## src/rtl/ppsf_pkg.sv

```systemverilog
`default_nettype none
package ppsf_pkg;

   localparam int POSITION_BITS_DEFAULT = 32;

   // filter taps for partial-sum cells, nearest cell first
   localparam int TAP_COUNT = 4;
   localparam int TAP_COEF [TAP_COUNT] = '{4, 10, 4, -1};
   localparam int OUT_COEF_SHIFT = 4;
   localparam int ROUND_BIAS = 8;

   localparam logic [2:0] COUNT_FULL = 3'd4;

   localparam logic [15:0] QUAT_W_ONE = 16'h4000;
   localparam logic [63:0] QUAT_IDENTITY = {QUAT_W_ONE, 48'h0};

   typedef struct packed {
      logic head_en;
      logic head_filt;
      logic tail_en;
      logic last;
   } grp_ctrl_type;

endpackage
`default_nettype wire

```

## src/rtl/ppsf_tap_cell.sv

```systemverilog
`default_nettype none
module ppsf_tap_cell import ppsf_pkg::*; #(
   parameter int POSITION_BITS = POSITION_BITS_DEFAULT,
   parameter int SUM_BITS = POSITION_BITS_DEFAULT + 6,
   parameter int COEF = 1
) (
   input  wire logic                         clock,
   input  wire logic                         shift_en,
   input  wire logic signed [POSITION_BITS-1:0] cur,
   input  wire logic signed [SUM_BITS-1:0]   sum_in,
   output logic signed [SUM_BITS-1:0]        sum_out
);

   logic signed [SUM_BITS-1:0] cur_ext;
   logic signed [SUM_BITS-1:0] coef_c;
   logic signed [SUM_BITS-1:0] acc_in;
   logic signed [SUM_BITS-1:0] acc_ff;

   assign cur_ext = {{(SUM_BITS-POSITION_BITS){cur[POSITION_BITS-1]}}, cur};
   assign coef_c  = SUM_BITS'(COEF);
   assign acc_in  = sum_in + coef_c * cur_ext;
   assign sum_out = acc_ff;

   always_ff @(posedge clock) begin
      if (shift_en) begin
         acc_ff <= acc_in;
      end
   end

endmodule
`default_nettype wire

```

## src/rtl/ppsf_emitter.sv

```systemverilog
`default_nettype none
module ppsf_emitter import ppsf_pkg::*; #(
   parameter int POSITION_BITS = POSITION_BITS_DEFAULT,
   parameter int SUM_BITS = POSITION_BITS_DEFAULT + 6,
   parameter int DATA_BITS = 192
) (
   input  wire logic                            clock,
   input  wire logic                            reset,
   input  wire logic                            load,
   input  wire grp_ctrl_type                    ctrl,
   input  wire logic signed [SUM_BITS-1:0]      fir_sum [3],
   input  wire logic signed [POSITION_BITS-1:0] cur_pos [3],
   input  wire logic [63:0]                     cur_quat,
   input  wire logic [31:0]                     cur_stamp,
   input  wire logic signed [POSITION_BITS-1:0] prev_pos [3],
   input  wire logic [63:0]                     prev_quat,
   input  wire logic [31:0]                     prev_stamp,
   input  wire logic [31:0]                     filt_stamp,
   output logic                                 load_ready,
   output logic                                 rsp_tvalid,
   input  wire logic                            rsp_tready,
   output logic [DATA_BITS-1:0]                 rsp_tdata,
   output logic                                 rsp_tuser,
   output logic                                 rsp_tlast
);

   localparam int Q_BITS = SUM_BITS - OUT_COEF_SHIFT;
   localparam logic [2:0] SLOT_HEAD = 3'b001;
   localparam logic [2:0] SLOT_PREV = 3'b010;
   localparam logic [2:0] SLOT_TAIL = 3'b100;

   logic [2:0] pend_ff, pend_in;
   logic       filt_ff, last_ff;
   logic signed [SUM_BITS-1:0]      g_sum_ff [3];
   logic signed [POSITION_BITS-1:0] g_cur_ff [3];
   logic signed [POSITION_BITS-1:0] g_prev_ff [3];
   logic [63:0] g_cur_quat_ff, g_prev_quat_ff;
   logic [31:0] g_cur_stamp_ff, g_prev_stamp_ff, g_filt_stamp_ff;

   logic                 out_vld_ff, out_vld_in;
   logic [DATA_BITS-1:0] out_data_ff, out_data_in;
   logic                 out_user_ff, out_user_in;
   logic                 out_last_ff, out_last_in;

   logic [2:0] sel, rest;
   logic       can_adv;
   logic signed [Q_BITS-1:0]        q [3];
   logic signed [POSITION_BITS-1:0] sat [3];
   logic signed [POSITION_BITS-1:0] it_pos [3];
   logic [63:0] it_quat;
   logic [31:0] it_stamp;
   logic        it_smooth;

   assign sel        = pend_ff & (~pend_ff + 3'd1);
   assign rest       = pend_ff & ~sel;
   assign can_adv    = !out_vld_ff || rsp_tready;
   assign load_ready = (pend_ff == 3'd0) || (can_adv && (rest == 3'd0));

   for (genvar a = 0; a < 3; a++) begin : g_sat
      assign q[a] = Q_BITS'(g_sum_ff[a] >>> OUT_COEF_SHIFT);
      always_comb begin
         if (q[a][Q_BITS-1:POSITION_BITS-1] == '0 ||
             q[a][Q_BITS-1:POSITION_BITS-1] == '1) begin
            sat[a] = q[a][POSITION_BITS-1:0];
         end else if (q[a][Q_BITS-1]) begin
            sat[a] = {1'b1, {(POSITION_BITS-1){1'b0}}};
         end else begin
            sat[a] = {1'b0, {(POSITION_BITS-1){1'b1}}};
         end
      end
   end

   always_comb begin
      it_pos    = g_cur_ff;
      it_quat   = g_cur_quat_ff;
      it_stamp  = g_cur_stamp_ff;
      it_smooth = 1'b0;
      case (sel)
         SLOT_HEAD: begin
            if (filt_ff) begin
               it_pos    = sat;
               it_quat   = QUAT_IDENTITY;
               it_stamp  = g_filt_stamp_ff;
               it_smooth = 1'b1;
            end
         end
         SLOT_PREV: begin
            it_pos   = g_prev_ff;
            it_quat  = g_prev_quat_ff;
            it_stamp = g_prev_stamp_ff;
         end
         SLOT_TAIL: begin
            it_pos = g_cur_ff;
         end
         default: begin
            it_pos = g_cur_ff;
         end
      endcase
   end

   always_comb begin
      pend_in     = pend_ff;
      out_vld_in  = out_vld_ff;
      out_data_in = out_data_ff;
      out_user_in = out_user_ff;
      out_last_in = out_last_ff;
      if (can_adv) begin
         pend_in     = rest;
         out_vld_in  = (pend_ff != 3'd0);
         out_data_in = DATA_BITS'({it_stamp, it_quat, it_pos[2], it_pos[1], it_pos[0]});
         out_user_in = it_smooth;
         out_last_in = last_ff && (rest == 3'd0);
      end
      if (load) begin
         pend_in = {ctrl.tail_en, ctrl.tail_en, ctrl.head_en};
      end
   end

   always_ff @(posedge clock) begin
      if (reset) begin
         pend_ff    <= 3'd0;
         out_vld_ff <= 1'b0;
      end else begin
         pend_ff    <= pend_in;
         out_vld_ff <= out_vld_in;
      end
   end

   always_ff @(posedge clock) begin
      out_data_ff <= out_data_in;
      out_user_ff <= out_user_in;
      out_last_ff <= out_last_in;
      if (load) begin
         filt_ff         <= ctrl.head_filt;
         last_ff         <= ctrl.last;
         g_sum_ff        <= fir_sum;
         g_cur_ff        <= cur_pos;
         g_prev_ff       <= prev_pos;
         g_cur_quat_ff   <= cur_quat;
         g_prev_quat_ff  <= prev_quat;
         g_cur_stamp_ff  <= cur_stamp;
         g_prev_stamp_ff <= prev_stamp;
         g_filt_stamp_ff <= filt_stamp;
      end
   end

   assign rsp_tvalid = out_vld_ff;
   assign rsp_tdata  = out_data_ff;
   assign rsp_tuser  = out_user_ff;
   assign rsp_tlast  = out_last_ff;

endmodule
`default_nettype wire

```

## src/rtl/path_point_smoothing_fir_core.sv

```systemverilog
// channel | dir | tdata (low bit up)                                | tuser    | tlast
// req     | in  | pos_x, pos_y, pos_z, quat_x/y/z/w, stamp, zero pad | -        | last_point
// rsp     | out | out_x, out_y, out_z, out_qx/qy/qz/qw, out_stamp    | smoothed | end_of_path
//
// One word accepted per cycle while each word yields at most one result word and
// rsp_tready does not stall the output register. A word yielding two or three
// results holds req_tready low while the output register drains the group buffer.
// The first result passes through the group buffer and then the output register.
// Synchronous reset clears the point count, the group buffer's pending flags and rsp_tvalid.
`default_nettype none
module path_point_smoothing_fir_core import ppsf_pkg::*; #(
   parameter int POSITION_BITS = POSITION_BITS_DEFAULT,
   localparam int DATA_BITS = ((3 * POSITION_BITS + 96 + 7) / 8) * 8
) (
   input  wire logic                 clock,
   input  wire logic                 reset,
   input  wire logic                 req_tvalid,
   output logic                      req_tready,
   // pos_x, pos_y, pos_z, quat_x, quat_y, quat_z, quat_w, stamp
   input  wire logic [DATA_BITS-1:0] req_tdata,
   input  wire logic                 req_tlast,
   output logic                      rsp_tvalid,
   input  wire logic                 rsp_tready,
   // out_x, out_y, out_z, out_qx, out_qy, out_qz, out_qw, out_stamp
   output logic [DATA_BITS-1:0]      rsp_tdata,
   // smoothed
   output logic                      rsp_tuser,
   output logic                      rsp_tlast
);

   localparam int SUM_BITS = POSITION_BITS + 6;

   logic accept;
   logic signed [POSITION_BITS-1:0] cur_pos [3];
   logic [63:0] cur_quat;
   logic [31:0] cur_stamp;
   logic signed [SUM_BITS-1:0] part [3][TAP_COUNT];
   logic signed [SUM_BITS-1:0] fir_sum [3];

   logic signed [POSITION_BITS-1:0] prev_pos_ff [3];
   logic [63:0] prev_quat_ff;
   logic [31:0] stamp0_ff, stamp1_ff;
   logic [2:0]  count_ff, count_in;
   grp_ctrl_type ctrl;

   assign accept    = req_tvalid && req_tready;
   assign cur_quat  = req_tdata[3*POSITION_BITS +: 64];
   assign cur_stamp = req_tdata[3*POSITION_BITS+64 +: 32];

   for (genvar a = 0; a < 3; a++) begin : g_axis
      assign cur_pos[a] = req_tdata[a*POSITION_BITS +: POSITION_BITS];
      for (genvar k = 0; k < TAP_COUNT; k++) begin : g_cell
         logic signed [SUM_BITS-1:0] sum_in;
         if (k == TAP_COUNT - 1) begin : g_end
            assign sum_in = SUM_BITS'(ROUND_BIAS);
         end else begin : g_mid
            assign sum_in = part[a][k+1];
         end
         ppsf_tap_cell #(
            .POSITION_BITS(POSITION_BITS),
            .SUM_BITS     (SUM_BITS),
            .COEF         (TAP_COEF[k])
         ) u_cell (
            .clock   (clock),
            .shift_en(accept),
            .cur     (cur_pos[a]),
            .sum_in  (sum_in),
            .sum_out (part[a][k])
         );
      end
      assign fir_sum[a] = part[a][0] -
                          {{(SUM_BITS-POSITION_BITS){cur_pos[a][POSITION_BITS-1]}},
                           cur_pos[a]};
   end

   always_comb begin
      ctrl.head_en   = (count_ff < 3'd2) || (count_ff == COUNT_FULL);
      ctrl.head_filt = (count_ff == COUNT_FULL);
      ctrl.tail_en   = req_tlast && (count_ff != 3'd0);
      ctrl.last      = req_tlast;
      count_in = count_ff;
      if (accept) begin
         if (req_tlast) begin
            count_in = 3'd0;
         end else if (count_ff != COUNT_FULL) begin
            count_in = count_ff + 3'd1;
         end
      end
   end

   always_ff @(posedge clock) begin
      if (reset) begin
         count_ff <= 3'd0;
      end else begin
         count_ff <= count_in;
      end
   end

   always_ff @(posedge clock) begin
      if (accept) begin
         prev_pos_ff  <= cur_pos;
         prev_quat_ff <= cur_quat;
         stamp0_ff    <= cur_stamp;
         stamp1_ff    <= stamp0_ff;
      end
   end

   ppsf_emitter #(
      .POSITION_BITS(POSITION_BITS),
      .SUM_BITS     (SUM_BITS),
      .DATA_BITS    (DATA_BITS)
   ) u_emit (
      .clock     (clock),
      .reset     (reset),
      .load      (accept),
      .ctrl      (ctrl),
      .fir_sum   (fir_sum),
      .cur_pos   (cur_pos),
      .cur_quat  (cur_quat),
      .cur_stamp (cur_stamp),
      .prev_pos  (prev_pos_ff),
      .prev_quat (prev_quat_ff),
      .prev_stamp(stamp0_ff),
      .filt_stamp(stamp1_ff),
      .load_ready(req_tready),
      .rsp_tvalid(rsp_tvalid),
      .rsp_tready(rsp_tready),
      .rsp_tdata (rsp_tdata),
      .rsp_tuser (rsp_tuser),
      .rsp_tlast (rsp_tlast)
   );

endmodule
`default_nettype wire

```

## config.mk

```make
export PLATFORM = sky130hd
export DESIGN_NAME = path_point_smoothing_fir_core
export DESIGN_NICKNAME = d
export VERILOG_FILES = /design/src/rtl/ppsf_pkg.sv /design/src/rtl/ppsf_tap_cell.sv /design/src/rtl/ppsf_emitter.sv /design/src/rtl/path_point_smoothing_fir_core.sv
export SDC_FILE = /design/constraint.sdc
export NUM_CORES = 2
export LEC_CHECK = 0
export BUFFER_PORTS_ARGS = -buffer_cell sky130_fd_sc_hd__buf_4
export CAP_MARGIN = 25
export CORE_ASPECT_RATIO = 0.75
export CORE_MARGIN = 3
export CORE_UTILIZATION = 40
export CTS_BUF_LIST = sky130_fd_sc_hd__clkbuf_4
export CTS_CLUSTER_SIZE = 12
export DETAILED_ROUTE_END_ITERATION = 8
export PLACE_DENSITY_LB_ADDON = 0.08
export REMOVE_ABC_BUFFERS = 1
export SLEW_MARGIN = 20
export SYNTH_ARGS = -nofsm -noshare
export SYNTH_HDL_FRONTEND = slang
export SYNTH_HIERARCHICAL = 1
export SYNTH_SLANG_ARGS = --single-unit
```

## constraint.sdc

```tcl
create_clock -name clock -period 42.2 [get_ports clock]
set_input_delay 6.33 -clock clock [delete_from_list [all_inputs] [get_ports clock]]
set_output_delay 6.33 -clock clock [all_outputs]
set_load 0.05 [all_outputs]
```

==> out/qor.txt <==
status -> completed
Iteration-0 DRC Markers -> 3370
hold endpoint -> u_emit/g_prev_ff[58]
Via density -> 5.35
# hold bufs at CTS -> 0
# placed instances -> 10500
I/O Buffers -> 392
RePlAce Congestion -> 0.876
clk_lat worst skew -> 1.32 ns
drt pass-1 iters -> 5
final WL -> 210000 um
clock root buffer -> clkbuf_4
largest net degree at the start of global routing -> 158
nets -> 9078
CP max stage cell -> nor2b_1
row count -> 145
post-CTS setup buffers -> 0
CP max FO -> 99
die area -> 218000 um^2
multi-input logic area -> 40700 um^2
Post-DP Area -> 90800 um^2
Critical Path Source Type -> primary input
first-pass GRT wire length -> 327000 um
WHS -> 0.320 ns
final hold violations -> 0
crit path kind -> primary input to output port
MaxCap Viol Count -> 0
cells along the critical path -> buf_4 > nor2b_1 > inv_8 > o2bb2ai_1 > buf_4
Total Routing Usage GR -> 18.8%
worst rel slew slack -> 13.2%
FILL cells -> 19800
core area -> 210000 um^2
layout cells sized above 1 -> 14.5%
clock-pin slew on the worst setup and hold paths -> 0.06 ns
clk sinks -> 1401
Die H -> 405 um
Peak Freq -> 70.3 MHz
post-DR wirelength/cell -> 18.8 um
hold-critical path depth -> 0
VDD IR-drop max -> 0.0000244 V
cells on worst reg2reg path -> 9
Post-Layout Cell Count -> 11200
Setup Viol. Count Final -> 0
Netlist Area Pre-Place -> 84800 um^2
Die Span X -> 538 um
initial core utilization -> 40.5%
initial antenna violation count -> 7
Area Growth Syn to Fin -> 12.6%
setup_tns -> 0 ns
Clock Path Buffers -> 4
routed vias -> 59800
DP HPWL -> 155000 um
CP Capture Type -> output port
post-route ant nets -> 0
GR Overflow Total -> 0
fin util -> 45.6%
vias in the first global route -> 59900
min-delay src -> prev_pos_ff[58]
worst min-delay path class -> flop to flop
DRC errors left -> 0
CTS Buf Count -> 382
I/O pin count -> 393
Slew @ Worst Pin -> 1.29 ns
max-slew violation count -> 0
post-CTS sizing -> 0
fin crit share -> 33.7%
Leakage -> 38.7 nW
Max stage delay on crit path -> 0.52 ns
Avg Cell Area, Syn -> 11.4 um^2
CP most frequent cell -> buf_4
CTS tree -> built
Worst Path Arrival -> 7.89 ns
post-route minimum period -> 14.22 ns
number of H-tree levels -> 5
Reg2Reg Setup Slack -> 35.98 ns
r2r endpoint -> g_axis[2].g_cell[2].u_cell/sum_out[37]
Setup Skew -> 0.146 ns
cell area after layout -> 95500 um^2
RR Startpoint -> u_emit/rsp_tvalid
RSZ-0062 raised after global routing -> false
PD cells -> 57.1 nW/um^2
CP Data Required Time -> 35.87 ns
Sequential Area -> 42000 um^2
Yosys warnings -> 6
cells after synthesis -> 7445
## state kept, by name, indices dropped and copies added (netlist names), 3 cells and up
signal / cells
count_ff: 3
g_axis.g_cell.u_cell/sum_out: 456
prev_pos_ff: 96
prev_quat_ff: 64
stamp0_ff: 32
stamp1_ff: 32
u_emit/g_cur_ff: 96
u_emit/g_cur_quat_ff: 64
u_emit/g_cur_stamp_ff: 32
u_emit/g_filt_stamp_ff: 32
u_emit/g_prev_ff: 96
u_emit/g_prev_quat_ff: 64
u_emit/g_prev_stamp_ff: 32
u_emit/g_sum_ff: 102
u_emit/pend_ff: 3
u_emit/rsp_tdata: 192
## where the power goes
part	switching (mW)	leakage, nW	internal [mW]
combinational	1.36	22.1	0.897
sequential	0.0943	13.8	1.94
clock	0.553	2.72	0.614
total	2.01	38.7	3.45
## layer usage
metal / vias up / share of wire, % / global-route usage (%)
li1: 29900 / - / -
met1: 28300 / 48 / 26.4
met2: 1216 / 45 / 29.8
met3: 393 / 4.0 / 2.95
met4: 2 / 2.7 / 6.08
met5: - / 0.0062 / 0
## worst max-delay path, delay by kind of cell
family | cells | cell delay [ns]
compound gates | 1 | 0.27
buf+inv | 3 | 0.76
simple gates | 1 | 0.52
## cells in the final DEF, fill, tap and decap left out, types with 70 or more instances in the layout
cell type	n
edfxtp_1	1394
ha_1	728
a21oi_1	686
clkbuf_4	534
nand2_1	486
buf_4	423
nor2_1	391
inv_1	369
xnor2_1	340
a21o_1	323
o21ai_0	267
xor2_1	226
a211oi_1	150
nor2b_1	130
nand3_1	121
conb_1	117
mux2i_1	108
nand4_1	98
o21a_1	97
o21bai_1	90
nand2b_1	83
nor3_1	72
and3_1	71
o221ai_1	70
## metrics by stage
| stage | setup slack, ns | power (mW) |
|---|---|---|
| after floorplan | 4.01 | 3.81 |
| after global placement | 27.96 | 4.28 |
| after detailed placement | 27.96 | 4.30 |
| after CTS | 27.96 | 5.52 |
| after global routing | 27.85 | 5.88 |
| final | 27.98 | 5.46 |
## cell type report
| cell class | instances | share of cell area (%) |
|---|---|---|
| multi-input cells | 5551 | 42.6 |
| well taps | 2793 | 3.66 |
| clock inverters | 92 | 0.569 |
| diodes | 11 | 0.0288 |
| clock buffers | 534 | 4.20 |
| repair buffers | 427 | 3.43 |
| flip-flops and latches | 1401 | 44.0 |
| inverters | 372 | 1.48 |
## worst max path at each step
stage / start / to / slack [ns] / cells after the start
floorplan: rsp_tready / count_ff[1] / 4.01 / 8
global placement: rsp_tready / req_tready / 27.96 / 5
detailed placement: rsp_tready / req_tready / 27.96 / 5
CTS: rsp_tready / req_tready / 27.96 / 5
global route: rsp_tready / req_tready / 27.85 / 5
finish: rsp_tready / req_tready / 27.98 / 5
Note: power is estimated with default switching activity, not from simulation.
